### src/rtl/core/bfdp_pkg.sv
// Package for the bfloat16 dual lane dot product.
// Holds the stage control type and the bfloat16 multiply and add functions.
package bfdp_pkg;

   localparam logic [15:0] BF_NAN = 16'h7F81;
   localparam logic [15:0] BF_INF = 16'h7F80;
   localparam logic [10:0] BIAS   = 11'd127;

   typedef struct packed {
      logic pair_valid;
      logic last;
   } ctl_type;

   function automatic logic [15:0] bf_pack(input logic s, input logic signed [10:0] e,
                                           input logic [7:0] m);
      logic [15:0] r;
      if (e <= 0) r = {s, 15'd0};
      else if (e >= 255) r = {s, BF_INF[14:0]};
      else r = {s, e[7:0], m[6:0]};
      return r;
   endfunction

   function automatic logic [15:0] bf_mul(input logic [15:0] x, input logic [15:0] y);
      logic              s;
      logic [7:0]        ex;
      logic [7:0]        ey;
      logic [15:0]       p;
      logic [7:0]        m;
      logic signed [10:0] e;
      logic [15:0]       r;
      s  = x[15] ^ y[15];
      ex = x[14:7];
      ey = y[14:7];
      p  = {1'b1, x[6:0]} * {1'b1, y[6:0]};
      e  = $signed({3'd0, ex} + {3'd0, ey} - BIAS);
      if (p[15]) begin
         m = p[15:8];
         e = e + 11'sd1;
      end else begin
         m = p[14:7];
      end
      if ((ex == 8'hFF && x[6:0] != 7'd0) || (ey == 8'hFF && y[6:0] != 7'd0)) r = BF_NAN;
      else if (ex == 8'hFF || ey == 8'hFF) r = (ex == 8'd0 || ey == 8'd0) ? BF_NAN :
                                              {s, BF_INF[14:0]};
      else if (ex == 8'd0 || ey == 8'd0) r = {s, 15'd0};
      else r = bf_pack(s, e, m);
      return r;
   endfunction

   function automatic logic [15:0] bf_add(input logic [15:0] x, input logic [15:0] y);
      logic [7:0]         ex;
      logic [7:0]         ey;
      logic [7:0]         ma;
      logic [7:0]         mb;
      logic [7:0]         d;
      logic [8:0]         sum;
      logic [9:0]         rnd;
      logic               s;
      logic signed [10:0] e;
      logic [2:0]         pos;
      logic [7:0]         m;
      logic [15:0]        r;
      ex = x[14:7];
      ey = y[14:7];
      ma = {1'b1, x[6:0]};
      mb = {1'b1, y[6:0]};
      if (ex >= ey) begin
         d  = ex - ey;
         mb = (d >= 8'd8) ? 8'd0 : (mb >> d[2:0]);
         e  = $signed({3'd0, ex});
      end else begin
         d  = ey - ex;
         ma = (d >= 8'd8) ? 8'd0 : (ma >> d[2:0]);
         e  = $signed({3'd0, ey});
      end
      if (x[15] == y[15]) begin
         sum = {1'b0, ma} + {1'b0, mb};
         s   = x[15];
      end else if (ma >= mb) begin
         sum = {1'b0, ma - mb};
         s   = x[15];
      end else begin
         sum = {1'b0, mb - ma};
         s   = y[15];
      end
      pos = 3'd0;
      for (int i = 0; i < 8; i++) begin
         if (sum[i]) pos = 3'(i);
      end
      rnd = {1'b0, sum} + 10'd1;
      if (sum[8]) begin
         if (rnd[9]) begin
            m = 8'h80;
            e = e + 11'sd2;
         end else begin
            m = rnd[8:1];
            e = e + 11'sd1;
         end
      end else begin
         m = sum[7:0] << (3'd7 - pos);
         e = e - $signed({8'd0, 3'd7 - pos});
      end
      if ((ex == 8'hFF && x[6:0] != 7'd0) || (ey == 8'hFF && y[6:0] != 7'd0)) r = BF_NAN;
      else if (ex == 8'hFF && ey == 8'hFF) r = (x[15] != y[15]) ? BF_NAN : x;
      else if (ex == 8'hFF) r = x;
      else if (ey == 8'hFF) r = y;
      else if (ex == 8'd0 && ey == 8'd0) r = {x[15] & y[15], 15'd0};
      else if (ex == 8'd0) r = y;
      else if (ey == 8'd0) r = x;
      else if (sum == 9'd0) r = 16'd0;
      else r = bf_pack(s, e, m);
      return r;
   endfunction

endpackage

### src/rtl/core/bfdp_if.sv
// Request and result channel interfaces of the bfloat16 dot product.
// Valid/ready handshake; no package dependency.
interface bfdp_req_if;
   logic        valid;
   logic        ready;
   logic [15:0] a_first;
   logic [15:0] b_first;
   logic [15:0] a_second;
   logic [15:0] b_second;
   logic        pair_valid;
   logic        last;
   modport source (output valid, a_first, b_first, a_second, b_second, pair_valid, last,
                   input ready);
   modport sink   (input valid, a_first, b_first, a_second, b_second, pair_valid, last,
                   output ready);
endinterface

interface bfdp_rsp_if;
   logic        valid;
   logic        ready;
   logic [15:0] sum;
   modport source (output valid, sum, input ready);
   modport sink   (input valid, sum, output ready);
endinterface

### src/rtl/core/bfdp_lane.sv
// One multiplier lane: registered bfloat16 product of an element pair.
// Uses bf_mul from bfdp_pkg.
module bfdp_lane (
   input  logic        clock,
   input  logic        enable,
   input  logic [15:0] a,
   input  logic [15:0] b,
   output logic [15:0] product
);
   import bfdp_pkg::*;

   logic [15:0] product_ff;
   logic [15:0] product_in;

   assign product_in = bf_mul(a, b);

   always_ff @(posedge clock) begin
      if (enable) product_ff <= product_in;
   end

   assign product = product_ff;
endmodule

### src/rtl/core/bfdp_merge.sv
// Merge stage: adds the two lane products when both pairs are present.
// Uses bf_add and ctl_type from bfdp_pkg.
module bfdp_merge (
   input  logic              clock,
   input  logic              enable,
   input  bfdp_pkg::ctl_type ctl,
   input  logic [15:0]       product_first,
   input  logic [15:0]       product_second,
   output logic [15:0]       term
);
   import bfdp_pkg::*;

   logic [15:0] term_ff;
   logic [15:0] term_in;

   assign term_in = ctl.pair_valid ? bf_add(product_first, product_second) : product_first;

   always_ff @(posedge clock) begin
      if (enable) term_ff <= term_in;
   end

   assign term = term_ff;
endmodule

### src/rtl/core/bf16_dual_lane_dot_product.sv
// Top level of the bfloat16 dual lane dot product accumulator.
// Depends on bfdp_pkg, bfdp_if, bfdp_lane and bfdp_merge.
//
// Each request on req_bus carries one or two bfloat16 element pairs; two
// multiplier lanes form the products, a merge stage adds them when
// pair_valid is set, and an accumulator adds the term into the
// running sum. A request with last set delivers the sum on rsp_bus and
// clears the accumulator to +0.
// Throughput: one request per cycle while the pipeline is not stalled.
// A last request's sum passes the lane register, the merge register and
// the result register before it is valid on rsp_bus.
// Reset clears all stage valids, the result valid and the accumulator.
// When rsp_bus stalls, requests keep flowing; only a last request that
// reaches the accumulator while a result still waits holds the pipeline,
// and req_bus.ready drops until the waiting result is taken.
module bf16_dual_lane_dot_product (
   input  logic       clock,
   input  logic       reset,
   bfdp_req_if.sink   req_bus,
   bfdp_rsp_if.source rsp_bus
);
   import bfdp_pkg::*;

   logic        s1_valid_ff;
   ctl_type     s1_ctl_ff;
   logic        s2_valid_ff;
   logic        s2_last_ff;
   logic [15:0] acc_ff;
   logic [15:0] acc_in;
   logic        rsp_valid_ff;
   logic        rsp_valid_in;
   logic [15:0] rsp_sum_ff;
   logic [15:0] prod_first;
   logic [15:0] prod_second;
   logic [15:0] term;
   logic        stall;
   logic        advance;
   ctl_type     req_ctl;

   assign stall   = s2_valid_ff && s2_last_ff && rsp_valid_ff && !rsp_bus.ready;
   assign advance = !stall;
   assign req_bus.ready = advance;
   assign req_ctl = '{pair_valid: req_bus.pair_valid, last: req_bus.last};

   bfdp_lane u_lane_first (
      .clock(clock), .enable(advance), .a(req_bus.a_first), .b(req_bus.b_first),
      .product(prod_first)
   );

   bfdp_lane u_lane_second (
      .clock(clock), .enable(advance), .a(req_bus.a_second), .b(req_bus.b_second),
      .product(prod_second)
   );

   bfdp_merge u_merge (
      .clock(clock), .enable(advance), .ctl(s1_ctl_ff), .product_first(prod_first),
      .product_second(prod_second), .term(term)
   );

   assign acc_in = bf_add(acc_ff, term);

   assign rsp_valid_in = (advance && s2_valid_ff && s2_last_ff) ||
                         (rsp_valid_ff && !rsp_bus.ready);

   always_ff @(posedge clock) begin
      if (reset) begin
         s1_valid_ff  <= 1'b0;
         s2_valid_ff  <= 1'b0;
         s2_last_ff   <= 1'b0;
         acc_ff       <= 16'd0;
         rsp_valid_ff <= 1'b0;
      end else begin
         rsp_valid_ff <= rsp_valid_in;
         if (advance) begin
            s1_valid_ff <= req_bus.valid;
            s1_ctl_ff   <= req_ctl;
            s2_valid_ff <= s1_valid_ff;
            s2_last_ff  <= s1_ctl_ff.last;
            if (s2_valid_ff) begin
               if (s2_last_ff) begin
                  acc_ff     <= 16'd0;
                  rsp_sum_ff <= acc_in;
               end else begin
                  acc_ff <= acc_in;
               end
            end
         end
      end
   end

   assign rsp_bus.valid = rsp_valid_ff;
   assign rsp_bus.sum   = rsp_sum_ff;

   a_acc_cleared: assert property (@(posedge clock) disable iff (reset)
      (advance && s2_valid_ff && s2_last_ff) |=> (acc_ff == 16'd0))
      else $error("accumulator not cleared after final request");

   a_rsp_source: assert property (@(posedge clock) disable iff (reset)
      $rose(rsp_valid_ff) |-> $past(s2_valid_ff && s2_last_ff))
      else $error("result raised without a final request");

   a_stall_cause: assert property (@(posedge clock) disable iff (reset)
      !req_bus.ready |-> (rsp_valid_ff && s2_last_ff))
      else $error("request stalled without a waiting result");

endmodule

### src/flat_wrapper.sv
// flat-port wrapper written by rule: the top's interface ports become plain ports
module bf16_dual_lane_dot_product_flat import bfdp_pkg::*;
  (clock, reset, req_bus_valid, req_bus_a_first, req_bus_b_first, req_bus_a_second, req_bus_b_second, req_bus_pair_valid, req_bus_last, req_bus_ready, rsp_bus_valid, rsp_bus_sum, rsp_bus_ready);
  bfdp_req_if req_bus_i ();
  bfdp_rsp_if rsp_bus_i ();
  input  logic clock;
  input  logic reset;
  input wire logic [$bits(req_bus_i.valid)-1:0] req_bus_valid;
  input wire logic [$bits(req_bus_i.a_first)-1:0] req_bus_a_first;
  input wire logic [$bits(req_bus_i.b_first)-1:0] req_bus_b_first;
  input wire logic [$bits(req_bus_i.a_second)-1:0] req_bus_a_second;
  input wire logic [$bits(req_bus_i.b_second)-1:0] req_bus_b_second;
  input wire logic [$bits(req_bus_i.pair_valid)-1:0] req_bus_pair_valid;
  input wire logic [$bits(req_bus_i.last)-1:0] req_bus_last;
  output wire logic [$bits(req_bus_i.ready)-1:0] req_bus_ready;
  output wire logic [$bits(rsp_bus_i.valid)-1:0] rsp_bus_valid;
  output wire logic [$bits(rsp_bus_i.sum)-1:0] rsp_bus_sum;
  input wire logic [$bits(rsp_bus_i.ready)-1:0] rsp_bus_ready;
  assign req_bus_i.valid = req_bus_valid;
  assign req_bus_i.a_first = req_bus_a_first;
  assign req_bus_i.b_first = req_bus_b_first;
  assign req_bus_i.a_second = req_bus_a_second;
  assign req_bus_i.b_second = req_bus_b_second;
  assign req_bus_i.pair_valid = req_bus_pair_valid;
  assign req_bus_i.last = req_bus_last;
  assign req_bus_ready = req_bus_i.ready;
  assign rsp_bus_valid = rsp_bus_i.valid;
  assign rsp_bus_sum = rsp_bus_i.sum;
  assign rsp_bus_i.ready = rsp_bus_ready;
  bf16_dual_lane_dot_product u_core (.clock(clock), .reset(reset), .req_bus(req_bus_i), .rsp_bus(rsp_bus_i));
endmodule
### config.mk
export PLATFORM = sky130hd
export DESIGN_NAME = bf16_dual_lane_dot_product_flat
export DESIGN_NICKNAME = d
export VERILOG_FILES = /design/src/rtl/core/bfdp_pkg.sv /design/src/rtl/core/bfdp_if.sv /design/src/rtl/core/bfdp_lane.sv /design/src/rtl/core/bfdp_merge.sv /design/src/rtl/core/bf16_dual_lane_dot_product.sv /design/src/flat_wrapper.sv
export SDC_FILE = /design/constraint.sdc
export NUM_CORES = 1
export LEC_CHECK = 0
export CAP_MARGIN = 20
export CORE_MARGIN = 2
export CORE_UTILIZATION = 61
export DETAILED_ROUTE_END_ITERATION = 8
export DONT_BUFFER_PORTS = 1
export GPL_TIMING_DRIVEN = 1
export PLACE_DENSITY = 0.77
export SETUP_SLACK_MARGIN = 0.1
export SYNTH_ARGS = -nofsm -noshare
export SYNTH_HDL_FRONTEND = slang
export SYNTH_SLANG_ARGS = --single-unit
### constraint.sdc
create_clock -name clock -period 11.19 [get_ports clock]
set_input_delay 0.5595 -clock clock [delete_from_list [all_inputs] [get_ports clock]]
set_output_delay 0.5595 -clock clock [all_outputs]
set_load 0.01 [all_outputs]
Yosys cells after proc, flatten, opt, wreduce, memory -nomap -nowiden
Index checks and enable logic that the tools add are counted.

Input port bits: 70. Bits in registers: 86.

Equal/unequal tests: 12. Shifts and indexed selects: 6. Reductions and logical operators: 50. Add/subtract/negate cells: 26. Mux-type cells: 78. Magnitude comparators: 16. Multipliers: 2. Bitwise logic cells: 6.

Operators with widths (number): 2-to-1 mux 16 bit (24); 2-to-1 mux 15 bit (10); 2-to-1 mux 8 bit (12); 2-to-1 mux 11 bit (6); equality test 8 bit, second input constant (8); zero test 8 bit (8); subtractor 8 bit (8); nonzero test 7 bit (8); >= comparator 11 x 9 -> 1 bit, second input constant (4); less-or-equal comparator 11 x 1 -> 1 bit, second input constant (4); 2-to-1 mux 7 bit (6); adder 8 x 8 -> 9 bit (4); >= comparator 8 x 4 -> 1 bit, second input constant (4); >= comparator 8 bit (4); multiplier 8 x 8 -> 16 bit (2); right shift 8 x 3 -> 8 bit (4); 2-to-1 mux 3 bit (10); adder 10 x 2 -> 11 bit, second input constant (2); adder 9 x 1 -> 10 bit, second input constant (2); subtractor 9 x 7 -> 10 bit, second input constant (2); logical AND 1 bit (18); zero test 9 bit (2); 2-to-1 mux 9 bit (2); left shift 8 x 3 -> 7 bit (2); other kinds (18) (40).

Longest topological paths before layout
Gate-level depths: netlist of the first run.

Depth in word-level cells: 29. Mapped depth: 42. Depth with buffers taken out: 40.

Cells and area by module
A second synthesis of the first run with hierarchy kept.

Cell total of the unflattened synthesis: 2495. Area, all modules: 19356.1 um^2.

Modules (own cells, without submodules): bf16_dual_lane_dot_product (cells an instance 833, times used 1, seq. area each 940.9 um^2, area an instance 6222.2 um^2); bfdp_merge (cells an instance 806, times used 1, seq. area each 480.5 um^2, area an instance 5624.1 um^2); bfdp_lane (u_core.u_lane_first) (cells an instance 433, times used 1, seq. area each 480.5 um^2, area an instance 3798.6 um^2); bfdp_lane (u_core.u_lane_second) (cells an instance 423, times used 1, seq. area each 480.5 um^2, area an instance 3711.1 um^2).

Least setup slack after synthesis of the first run
Ideal clock, no wire load.

Kind: register -> register. Start: reg u_core.acc_ff[7]. End: reg u_core.rsp_sum_ff[1] (netlist: u_core.rsp_bus.sum[1]) (data pin). Setup time: 255 ps. Data arrival time: 8542 ps. Clock period less this slack: 8796 ps. Data required time: 10935 ps. Cell stages (with the launch flop): 40. Setup slack: 2394 ps. Buffers on the path: 5. Cells stage by stage: dfxtp_1 > clkbuf_1 > inv_1 > ha_1 > fa_1 > nand2b_1 > a211oi_1 > o31ai_1 > nand2_1 > clkbuf_1 > clkbuf_1 > clkbuf_1 > nand2_1 > o31ai_1 > inv_1 > ha_1 > fa_1 > nor3_1 > (+4 left out) > o31a_1 > nor2_1 > nor2_1 > o21ai_0 > ha_1 > nor2b_1 > o21a_1 > nor4_1 > xnor2_1 > a211o_1 > a21bo_2 > nand2_1 > nor2_1 > o211ai_1 > o41ai_2 > a211oi_2 > a31o_2 > and2_1.

Cells in the longest elaborated chain, start to end: 28. Elaborated cells on any way between the ends: 54.

RTL lines: start: declaration (line bf16_dual_lane_dot_product.sv:28) `logic [15:0] acc_ff;`; start signal: assignment (line bf16_dual_lane_dot_product.sv:84) `acc_ff <= acc_in;`; subtractor 8 bit (on tied branches) (line bfdp_pkg.sv:68, bfdp_pkg.sv:72); >= comparator 8 x 4 -> 1 bit, or another cell as far along (line bfdp_pkg.sv:69) `mb = (d >= 8'd8) ? 8'd0 : (mb >> d[2:0]);`; 2-to-1 mux 8 bit (on tied branches) (line bfdp_pkg.sv:69, bfdp_pkg.sv:73); 2-to-1 mux 8 bit (line bfdp_pkg.sv:67) `if (ex >= ey) begin`; subtractor 8 bit, or another cell as far along (line bfdp_pkg.sv:83) `sum = {1'b0, mb - ma};`; 2-to-1 mux 8 bit (line bfdp_pkg.sv:79) `end else if (ma >= mb) begin`; 2-to-1 mux 9 bit (line bfdp_pkg.sv:76) `if (x[15] == y[15]) begin`; 2-to-1 mux 1 bit (line bfdp_pkg.sv:88) `if (sum[i]) pos = 3'(i);`; (+13 left out); 2-to-1 mux 16 bit (line bfdp_pkg.sv:109) `else if (ey == 8'd0) r = x;`; 2-to-1 mux 16 bit (line bfdp_pkg.sv:108) `else if (ex == 8'd0) r = y;`; 2-to-1 mux 16 bit (line bfdp_pkg.sv:107) `else if (ex == 8'd0 && ey == 8'd0) r = {x[15] & y[15], 15'd0};`; 2-to-1 mux 16 bit (line bfdp_pkg.sv:106) `else if (ey == 8'hFF) r = y;`; 2-to-1 mux 16 bit (line bfdp_pkg.sv:105) `else if (ex == 8'hFF) r = x;`; 2-to-1 mux 16 bit (line bfdp_pkg.sv:104) `else if (ex == 8'hFF && ey == 8'hFF) r = (x[15] != y[15]) ? BF_NAN : x;`; 2-to-1 mux 16 bit (*) (line bfdp_pkg.sv:103) `if ((ex == 8'hFF && x[6:0] != 7'd0) || (ey == 8'hFF && y[6:0] != 7'd0)) r = BF_NAN;`; net u_core.acc_in[1] (line bf16_dual_lane_dot_product.sv:29) `logic [15:0] acc_in;`; end signal: assignment (line bf16_dual_lane_dot_product.sv:82) `rsp_sum_ff <= acc_in;`; end: declaration (line bf16_dual_lane_dot_product.sv:32) `logic [15:0] rsp_sum_ff;`.

The timed path passes the listed nets; every way through them passes the cells marked *. A chain may end at the register's enable or synchronous reset.

Worst setup path after layout of the first run
Start: reg u_core.u_lane_second.product_ff[11] (netlist: u_core.u_lane_second.product[11]). End: reg u_core.u_merge.term_ff[3] (netlist: u_core.u_merge.term[3]) (data pin).

Cells in the longest elaborated chain, start to end: 29. Elaborated cells on any way between the ends: 53.

RTL lines: start: declaration (line bfdp_lane.sv:12) `logic [15:0] product_ff;`; start signal: assignment (line bfdp_lane.sv:18) `if (enable) product_ff <= product_in;`; subtractor 8 bit (on tied branches) (line bfdp_pkg.sv:68, bfdp_pkg.sv:72); >= comparator 8 x 4 -> 1 bit (on tied branches) (line bfdp_pkg.sv:69, bfdp_pkg.sv:73); 2-to-1 mux 8 bit (on tied branches) (line bfdp_pkg.sv:69, bfdp_pkg.sv:73); 2-to-1 mux 8 bit (line bfdp_pkg.sv:67); subtractor 8 bit, or another cell as far along (line bfdp_pkg.sv:83); 2-to-1 mux 8 bit (line bfdp_pkg.sv:79); 2-to-1 mux 9 bit (line bfdp_pkg.sv:76); 2-to-1 mux 1 bit (line bfdp_pkg.sv:88); (+14 left out); 2-to-1 mux 16 bit (line bfdp_pkg.sv:108); 2-to-1 mux 16 bit (line bfdp_pkg.sv:107); 2-to-1 mux 16 bit (line bfdp_pkg.sv:106); 2-to-1 mux 16 bit (line bfdp_pkg.sv:105); 2-to-1 mux 16 bit (line bfdp_pkg.sv:104); 2-to-1 mux 16 bit (*) (line bfdp_pkg.sv:103); 2-to-1 mux 16 bit (*) (line bfdp_merge.sv:16) `assign term_in = ctl.pair_valid ? bf_add(product_first, product_second) : product_first;`; net u_core.u_merge.term_in[3] (line bfdp_merge.sv:14) `logic [15:0] term_in;`; end signal: assignment (line bfdp_merge.sv:19) `if (enable) term_ff <= term_in;`; end: declaration (line bfdp_merge.sv:13) `logic [15:0] term_ff;`.

Marks and branches as above.

==> results of run 1 <==
-- worst register-to-register path, delay by kind of cell, from the launching register on --
family	cells	cell delay (ps)
compound gates	19	6530
fa+ha+maj	4	1550
simple gates	4	930
xor+xnor	1	180
buf+inv	2	190
flops	1	660
-- sequential cells by signal (all words and copies together) (netlist names), 2 cells and up --
signal,flops
u_core.u_lane_first.product,16
u_core.s1_ctl_ff,2
u_core.u_merge.term,16
u_core.rsp_bus.sum,16
u_core.u_lane_second.product,16
u_core.acc_ff,16
-- worst max path at each step --
stage                                          start                endpoint  slack, ps
detailed placement  u_core.u_lane_second.product[11]  u_core.u_merge.term[9]       1220
finish              u_core.u_lane_second.product[11]  u_core.u_merge.term[3]        920
global route        u_core.u_lane_second.product[11]  u_core.u_merge.term[9]        150
CTS                 u_core.u_lane_second.product[11]  u_core.u_merge.term[3]       1200
global placement    u_core.u_lane_second.product[11]  u_core.u_merge.term[7]       1400
floorplan                           u_core.acc_ff[7]   u_core.rsp_bus.sum[1]       2390
-- area by class of cell --
class	instances	area [µm²]	area share, %
clock buffers	13	250	1.35
clock inverters	3	21.3	0.115
inverters	208	781	4.21
multi-input cells	1948	14600	78.4
flip-flops and latches	86	2380	12.8
well taps	390	488	2.63
repair buffers	10	75.1	0.405
-- synth_stat cells, drive strengths merged, types with 14 or more instances --
| library cell | n |
|---|---|
| o211ai | 22 |
| nand2b | 28 |
| edfxtp | 66 |
| clkbuf | 90 |
| a21oi | 170 |
| nand2 | 193 |
| o21bai | 20 |
| a22o | 24 |
| a2111oi | 15 |
| inv | 208 |
| o21a | 14 |
| fa | 84 |
| dfxtp | 20 |
| and3 | 18 |
| a21o | 30 |
| nor3 | 68 |
| nor2 | 207 |
| xnor2 | 70 |
| o21ai | 119 |
| and2 | 97 |
| nor2b | 29 |
| nor4 | 39 |
| ha | 194 |
| mux2i | 47 |
| a31oi | 39 |
| a221oi | 17 |
| xor2 | 38 |
| nand4 | 32 |
| o31ai | 26 |
| a211oi | 21 |
| nand3 | 68 |
| or3 | 17 |
-- stage by stage --
stage                     hold WS, ps  instance area (µm²)  instances  setup WS, ps  util, %
after floorplan                   433                18100       2345          2390        -
after global placement            447                18300       2642          1400     62.2
after detailed placement          462                18300       2642          1220     62.2
after CTS                         253                18600       2658          1200     63.1
after global routing              256                18600       2658           155     63.1
final                             262                18600       2658           919     63.1
-- cell families after synthesis --
kind of cell / share of synthesized area, %
multiplexers: 4.41
AO/OA/AOI/OAI: 24.5
AND/OR/NAND/NOR: 23.5
flip-flops: 13.2
XOR/XNOR: 5.23
buffers and inverters: 6.53
adder cells (fa/ha/maj): 22.7
-- layer usage --
metal | global-route usage [%] | share of wire (%) | vias to the layer above | wire, µm
met3 | 6.46 | 9.8 | 154 | 5390
met4 | 10.5 | 2.9 | 4 | 1620
met5 | 0 | 0.049 | - | 27
met2 | 54.7 | 44 | 1000 | 24000
met1 | 50.4 | 44 | 8492 | 24000
li1 | - | - | 8348 | -
==> impl_metrics.prom, run 1 <==
# TYPE chip_impl_metric gauge
chip_impl_info{name="run_status",value="complete, but fails checks"} 1
chip_impl_info{name="violations",value="design-rule violations"} 1
chip_impl_metric{name="num_vias",unit=""} 17998
chip_impl_metric{name="critPathArrivalTime",unit="ps"} 10380
chip_impl_metric{name="slowest_delay",unit="ps"} 850
chip_impl_metric{name="critPathRequiredTime",unit="ps"} 11300
chip_impl_metric{name="rr_worst_depth",unit=""} 30
chip_impl_metric{name="drt.antenna.violating_nets",unit=""} 0
chip_impl_metric{name="n_antenna_cell",unit=""} 0
chip_impl_metric{name="die-width",unit="µm"} 176
chip_impl_metric{name="fillerInstances",unit=""} 2628
chip_impl_info{name="hold_path_class",value="input pin to register"} 1
chip_impl_metric{name="number_of_setup_buffers_added_after_cts",unit=""} 0
chip_impl_info{name="synthDominantAreaCellType",value="sky130_fd_sc_hd__ha_1"} 1
chip_impl_metric{name="grt.overflow.total",unit=""} 0
chip_impl_info{name="hold_end",value="u_core.rsp_bus.valid"} 1
chip_impl_metric{name="highest_clock_frequency_the_design_can_meet",unit="MHz"} 97.4
chip_impl_metric{name="avgViaCountPerCell",unit=""} 6.77
chip_impl_metric{name="skew",unit="ps"} 12.8
chip_impl_metric{name="die_footprint",unit="µm²"} 31100
chip_impl_metric{name="pin_count",unit=""} 88
chip_impl_metric{name="floorplan.rows",unit=""} 63
chip_impl_metric{name="drtIter0Drc",unit=""} 2156
chip_impl_metric{name="cp_num_cells",unit=""} 30
chip_impl_metric{name="numClockSinks",unit=""} 86
chip_impl_metric{name="gp_routability_congestion",unit=""} 1.00
chip_impl_metric{name="postSynthRegisterBits",unit=""} 86
chip_impl_info{name="timing.hold.worst.start",value="reset"} 1
chip_impl_metric{name="antenna_found_initial",unit=""} 2
chip_impl_metric{name="maximum_number_of_pins_on_one_net_before_global_route_repair",unit=""} 50
chip_impl_info{name="main_flop_type_after_synthesis",value="sky130_fd_sc_hd__edfxtp_1"} 1
chip_impl_info{name="critical_path.endpoint_type",value="register"} 1
chip_impl_metric{name="netlist-cell-type-count",unit=""} 96
chip_impl_metric{name="design.core.area",unit="µm²"} 29400
chip_impl_metric{name="cp.buffers_inverters",unit=""} 2
chip_impl_metric{name="clk_pin_slew_worst_paths",unit="ps"} 70
chip_impl_metric{name="netlist_area",unit="µm²"} 18100
chip_impl_metric{name="timing.final.hold_violations",unit=""} 0
chip_impl_metric{name="post_cts.resized_instances",unit=""} 0
chip_impl_metric{name="tns",unit="ps"} 0
chip_impl_metric{name="post-dp-hpwl",unit="µm"} 42900
chip_impl_metric{name="placement.io_buffers",unit=""} 0
chip_impl_metric{name="async_set_reset_flop_share_out_of_synthesis",unit="%"} 0
chip_impl_info{name="crit_slowest_cell",value="sky130_fd_sc_hd__a21o_1"} 1
chip_impl_info{name="setup.worst_path.start_class",value="register"} 1
chip_impl_info{name="clock_tree_from_tritoncts",value="yes"} 1
chip_impl_metric{name="grt_use_total",unit="%"} 35.4
chip_impl_metric{name="remaining_drc_errors",unit=""} 2
chip_impl_metric{name="synth.net_count",unit=""} 2693
chip_impl_metric{name="max-slew-margin-rel",unit="%"} 29.0
chip_impl_metric{name="postSynthAreaPerCell",unit="µm²"} 7.72
chip_impl_info{name="critical_path.reg2reg.endpoint",value="u_core.u_merge.term[3]"} 1
chip_impl_metric{name="cts_buffer_depth",unit=""} 2
chip_impl_info{name="worst_r2r_startpoint",value="u_core.u_lane_second.product[11]"} 1
chip_impl_metric{name="setup.reg_to_reg.worst_slack",unit="ps"} 920
chip_impl_metric{name="cts_made_buffers",unit=""} 9
chip_impl_metric{name="drive_above_1_share",unit="%"} 4.10
chip_impl_metric{name="cts.hold.buffers_added",unit=""} 0
chip_impl_metric{name="synth.yosys.seq_area_share",unit="%"} 13.2
chip_impl_info{name="cts_root_buffer",value="sky130_fd_sc_hd__clkbuf_16"} 1
chip_impl_metric{name="final-max-slew-violation-count",unit=""} 0
chip_impl_info{name="mostFrequentLayoutCell",value="sky130_fd_sc_hd__inv_1"} 1
chip_impl_metric{name="drv.max_cap_violation_count",unit=""} 0
chip_impl_info{name="synth.area.top_cells",value="sky130_fd_sc_hd__ha_1 13%, sky130_fd_sc_hd__edfxtp_1 11%, sky130_fd_sc_hd__fa_1 9.3%"} 1
chip_impl_metric{name="drt-pass1-iter-count",unit=""} 9
chip_impl_metric{name="floorplan.initialDensity",unit="%"} 61.6
chip_impl_metric{name="layout_worst_path_cycle_share",unit="%"} 91.8
chip_impl_metric{name="net_count_of_the_finished_layout",unit=""} 2611
chip_impl_metric{name="grt_pass1_vias",unit=""} 16884
chip_impl_metric{name="wire_length_of_the_first_global_routing_pass",unit="µm"} 88900
chip_impl_metric{name="synth-edff-count",unit=""} 66
chip_impl_metric{name="synth_largest_type_area_fraction",unit="%"} 13.4
chip_impl_metric{name="worstHoldPathCells",unit=""} 1
chip_impl_metric{name="period_minus_slack",unit="ps"} 10270
chip_impl_metric{name="report.final.setup_viol",unit=""} 0
chip_impl_metric{name="syn_to_final_growth",unit="%"} 2.50
chip_impl_metric{name="die_height",unit="µm"} 176
chip_impl_info{name="grt_setup_unrepaired",value="false"} 1
chip_impl_metric{name="timing.critical_path.fanout_max",unit=""} 26
chip_impl_metric{name="routed_wirelength",unit="µm"} 55000
chip_impl_info{name="timing.critical_path.max_delay_family",value="compound AO/OA/AOI/OAI gates"} 1
chip_impl_metric{name="timing_worst_slew_pin_value",unit="ps"} 1050
chip_impl_metric{name="clk-insertion-delay-late",unit="ps"} 360
chip_impl_info{name="crit_type",value="register to register"} 1
chip_impl_metric{name="h-tree-depth",unit=""} 3
chip_impl_metric{name="post_synth_inst_count",unit=""} 2345
chip_impl_metric{name="detail_route.wl_per_cell",unit="µm"} 20.7
chip_impl_metric{name="yosys_warnings",unit=""} 0
chip_impl_info{name="layout_common_cells",value="207 x sky130_fd_sc_hd__inv_1, 206 x sky130_fd_sc_hd__nor2_1, 194 x sky130_fd_sc_hd__ha_1"} 1
Power of run 1 is not shown: default switching activity piles up to over one toggle a cycle in this logic, so the estimate is an artifact.
==> run 2, diff against run 1 <==
Settings changed: SYNTH_HIERARCHICAL set to 1.
==> run 2 against run 1 <==
Effect of this change: the flow now finishes without violations; global-route usage shrank 0.99 points; die area is 6.8% higher; area after synthesis grew 7.0%; fmax increased by 5.2%; first-iteration DRC count rose by 18%; clock skew is 1.9 ps higher; highest routed layer unchanged.
==> impl_metrics.prom, run 2 <==
# TYPE chip_impl_metric gauge
chip_impl_metric{name="clk_pin_slew_worst_paths",unit="ps"} 70
chip_impl_metric{name="post-dp-hpwl",unit="µm"} 46400
chip_impl_metric{name="post_cts.resized_instances",unit=""} 0
chip_impl_metric{name="die_height",unit="µm"} 182
chip_impl_metric{name="dp_cells",unit=""} 2808
chip_impl_metric{name="final-max-slew-violation-count",unit=""} 0
chip_impl_metric{name="number_of_setup_buffers_added_after_cts",unit=""} 0
chip_impl_metric{name="drtIter0Drc",unit=""} 2534
chip_impl_metric{name="grt.overflow.total",unit=""} 0
chip_impl_metric{name="synth_largest_type_area_fraction",unit="%"} 12.5
chip_impl_metric{name="avgViaCountPerCell",unit=""} 6.90
chip_impl_metric{name="gp_routability_congestion",unit=""} 1.14
chip_impl_metric{name="report.final.setup_viol",unit=""} 0
chip_impl_info{name="grt_busiest_layer",value="met2"} 1
chip_impl_metric{name="highest_clock_frequency_the_design_can_meet",unit="MHz"} 102
chip_impl_metric{name="die-width",unit="µm"} 182
chip_impl_metric{name="h-tree-depth",unit=""} 3
chip_impl_metric{name="worstHoldPathCells",unit=""} 1
chip_impl_metric{name="timing.critical_path.fanout_max",unit=""} 16
chip_impl_metric{name="placement.io_buffers",unit=""} 0
chip_impl_metric{name="drt.antenna.violating_nets",unit=""} 0
chip_impl_metric{name="postSynthRegisterBits",unit=""} 86
chip_impl_metric{name="stdcell_count",unit=""} 2827
chip_impl_metric{name="cts_made_buffers",unit=""} 9
chip_impl_info{name="run_status",value="finished, final reports clean"} 1
chip_impl_metric{name="synth.yosys.seq_area_share",unit="%"} 12.3
chip_impl_metric{name="rr_worst_depth",unit=""} 34
chip_impl_metric{name="timing_worst_slew_pin_value",unit="ps"} 1070
chip_impl_info{name="synth_commonest_cells",value="249 x sky130_fd_sc_hd__inv_1, 195 x sky130_fd_sc_hd__nand2_1, 194 x sky130_fd_sc_hd__ha_1"} 1
chip_impl_metric{name="routed_wirelength",unit="µm"} 58300
chip_impl_info{name="timing.hold.worst.start",value="reset"} 1
chip_impl_metric{name="floorplan.rows",unit=""} 65
chip_impl_info{name="grt_setup_unrepaired",value="false"} 1
chip_impl_metric{name="maximum_number_of_pins_on_one_net_before_global_route_repair",unit=""} 52
chip_impl_metric{name="syn_to_final_growth",unit="%"} 2.71
chip_impl_metric{name="antenna_found_initial",unit=""} 2
chip_impl_metric{name="critPathRequiredTime",unit="ps"} 11300
chip_impl_metric{name="cp.buffers_inverters",unit=""} 2
chip_impl_metric{name="clk-insertion-delay-late",unit="ps"} 350
chip_impl_metric{name="grt_pass1_vias",unit=""} 18357
chip_impl_metric{name="grt_met3_usage",unit="%"} 4.67
chip_impl_info{name="main_flop_type_after_synthesis",value="sky130_fd_sc_hd__edfxtp_1"} 1
chip_impl_info{name="layout_common_cells",value="248 x sky130_fd_sc_hd__inv_1, 195 x sky130_fd_sc_hd__nand2_1, 194 x sky130_fd_sc_hd__ha_1"} 1
chip_impl_metric{name="die_footprint",unit="µm²"} 33200
chip_impl_metric{name="layout_worst_path_cycle_share",unit="%"} 87.3
chip_impl_metric{name="netlist-cell-type-count",unit=""} 124
chip_impl_info{name="setup.worst_path.start_class",value="register"} 1
chip_impl_metric{name="numClockSinks",unit=""} 86
chip_impl_metric{name="async_set_reset_flop_share_out_of_synthesis",unit="%"} 0
chip_impl_metric{name="synth.net_count",unit=""} 2843
chip_impl_info{name="timing.critical_path.max_delay_family",value="compound AO/OA/AOI/OAI gates"} 1
chip_impl_metric{name="critPathArrivalTime",unit="ps"} 9870
chip_impl_info{name="critical_path.reg2reg.endpoint",value="u_core/rsp_bus.sum[0]"} 1
chip_impl_info{name="worst_r2r_startpoint",value="u_core/acc_ff[8]"} 1
chip_impl_metric{name="drt-pass1-iter-count",unit=""} 8
chip_impl_metric{name="wire_length_of_the_first_global_routing_pass",unit="µm"} 94000
chip_impl_info{name="synthDominantAreaCellType",value="sky130_fd_sc_hd__ha_1"} 1
chip_impl_metric{name="period_minus_slack",unit="ps"} 9770
chip_impl_metric{name="design.core.area",unit="µm²"} 31400
chip_impl_metric{name="timing.final.hold_violations",unit=""} 0
chip_impl_metric{name="num_vias",unit=""} 19503
chip_impl_metric{name="grt_use_met2",unit="%"} 55.6
chip_impl_metric{name="remaining_drc_errors",unit=""} 0
chip_impl_metric{name="tns",unit="ps"} 0
chip_impl_info{name="critical_path.endpoint_type",value="register"} 1
chip_impl_info{name="crit_type",value="register to register"} 1
chip_impl_metric{name="grt_use_total",unit="%"} 34.4
chip_impl_info{name="cts_root_buffer",value="sky130_fd_sc_hd__clkbuf_16"} 1
chip_impl_metric{name="cts_buffer_depth",unit=""} 2
chip_impl_metric{name="slowest_delay",unit="ps"} 680
chip_impl_info{name="hold_path_class",value="input pin to register"} 1
chip_impl_metric{name="grt_util_met1",unit="%"} 46.6
chip_impl_metric{name="max-slew-margin-rel",unit="%"} 28.4
chip_impl_metric{name="skew",unit="ps"} 14.7
chip_impl_info{name="hold_end",value="u_core/s2_last_ff"} 1
chip_impl_metric{name="yosys_warnings",unit=""} 6
chip_impl_metric{name="netlist_area",unit="µm²"} 19400
chip_impl_info{name="mostFrequentLayoutCell",value="sky130_fd_sc_hd__inv_1"} 1
chip_impl_info{name="clock_tree_from_tritoncts",value="yes"} 1
chip_impl_metric{name="postSynthAreaPerCell",unit="µm²"} 7.76
chip_impl_metric{name="drive_above_1_share",unit="%"} 6.19
chip_impl_metric{name="detail_route.wl_per_cell",unit="µm"} 20.6
chip_impl_metric{name="drv.max_cap_violation_count",unit=""} 0
chip_impl_info{name="critical-path-top-cell-by-count",value="sky130_fd_sc_hd__a21oi_1"} 1
chip_impl_metric{name="synth-edff-count",unit=""} 66
chip_impl_metric{name="post_synth_inst_count",unit=""} 2495
chip_impl_metric{name="floorplan.initialDensity",unit="%"} 61.7
chip_impl_metric{name="pin_count",unit=""} 88
chip_impl_info{name="yosysMostFrequentCell",value="sky130_fd_sc_hd__inv_1"} 1
chip_impl_info{name="synth.area.top_cells",value="sky130_fd_sc_hd__ha_1 13%, sky130_fd_sc_hd__edfxtp_1 10%, sky130_fd_sc_hd__fa_1 8.7%"} 1
chip_impl_metric{name="setup.reg_to_reg.worst_slack",unit="ps"} 1420
chip_impl_metric{name="net_count_of_the_finished_layout",unit=""} 2767
chip_impl_info{name="crit_slowest_cell",value="sky130_fd_sc_hd__or4_1"} 1
chip_impl_metric{name="cts.hold.buffers_added",unit=""} 0
-- run 2: changes by cell type after synthesis, sizes merged, moves of 14 or more --
cell    before  now
a211oi      21   43
nor2       207  186
a22o        24   10
buf         13   29
inv        208  249
nor3        68  109
and3        18   34
and2        97   78
-- run 2: routing by layer --
layer	vias up	part of all wire, %
met5	-	0.021
met1	9304	42
met2	1045	45
met3	180	8.5
met4	2	4.2
li1	8972	-
-- run 2: layout make-up --
class,instances,area (µm²)
timing repair buffer,19,143
multi-input combinational,2054,15600
antenna,1,2.50
clock inverter,7,78.8
clock buffer,9,225
tap,402,503
fill,2759,11500
inverter,249,935
sequential,86,2380
-- run 2: worst max-delay path by stage --
stage                      start                     to  slack [ps]  depth (start not counted)
2_1_floorplan  u_core/acc_ff[11]  u_core/rsp_bus.sum[0]        2130                         41
3_3_place_gp    u_core/acc_ff[7]  u_core/rsp_bus.sum[0]        1890                         30
3_5_place_dp    u_core/acc_ff[8]  u_core/rsp_bus.sum[0]        1600                         34
4_1_cts         u_core/acc_ff[8]  u_core/rsp_bus.sum[0]        1580                         34
5_1_grt         u_core/acc_ff[8]  u_core/rsp_bus.sum[0]         680                         34
6_report        u_core/acc_ff[8]  u_core/rsp_bus.sum[0]        1420                         34
-- run 2: logic make-up after synthesis --
family | after synthesis | share of synthesized area (%)
and+or+nand+nor | 898 | 24.5
AOI/OAI and AO/OA | 706 | 25.9
buffers and inverters | 355 | 7.16
adders and majority gates | 278 | 21.2
xor gates and xnor gates | 109 | 5.12
DFF | 86 | 12.3
muxes | 63 | 3.78
-- run 2: worst reg2reg max path: cells and delay by family, from the launching register on --
family | cells | cell delay, ps
AO/OA/AOI/OAI | 15 | 4200
XOR/XNOR | 1 | 150
adder cells (fa/ha/maj) | 4 | 1630
AND/OR/NAND/NOR | 12 | 2750
buffers and inverters | 2 | 290
flip-flops | 1 | 520
-- run 2: stage by stage --
stage	hold slack, ps	instance area (µm²)	util (%)	worst slack (ps)
after floorplan	433	19400	-	2130
after global placement	460	19600	62.3	1890
after detailed placement	459	19600	62.3	1600
after CTS	268	19900	63.3	1580
after global routing	266	19900	63.3	682
final	278	19900	63.3	1420
Power of run 2 is left out for the same reason.
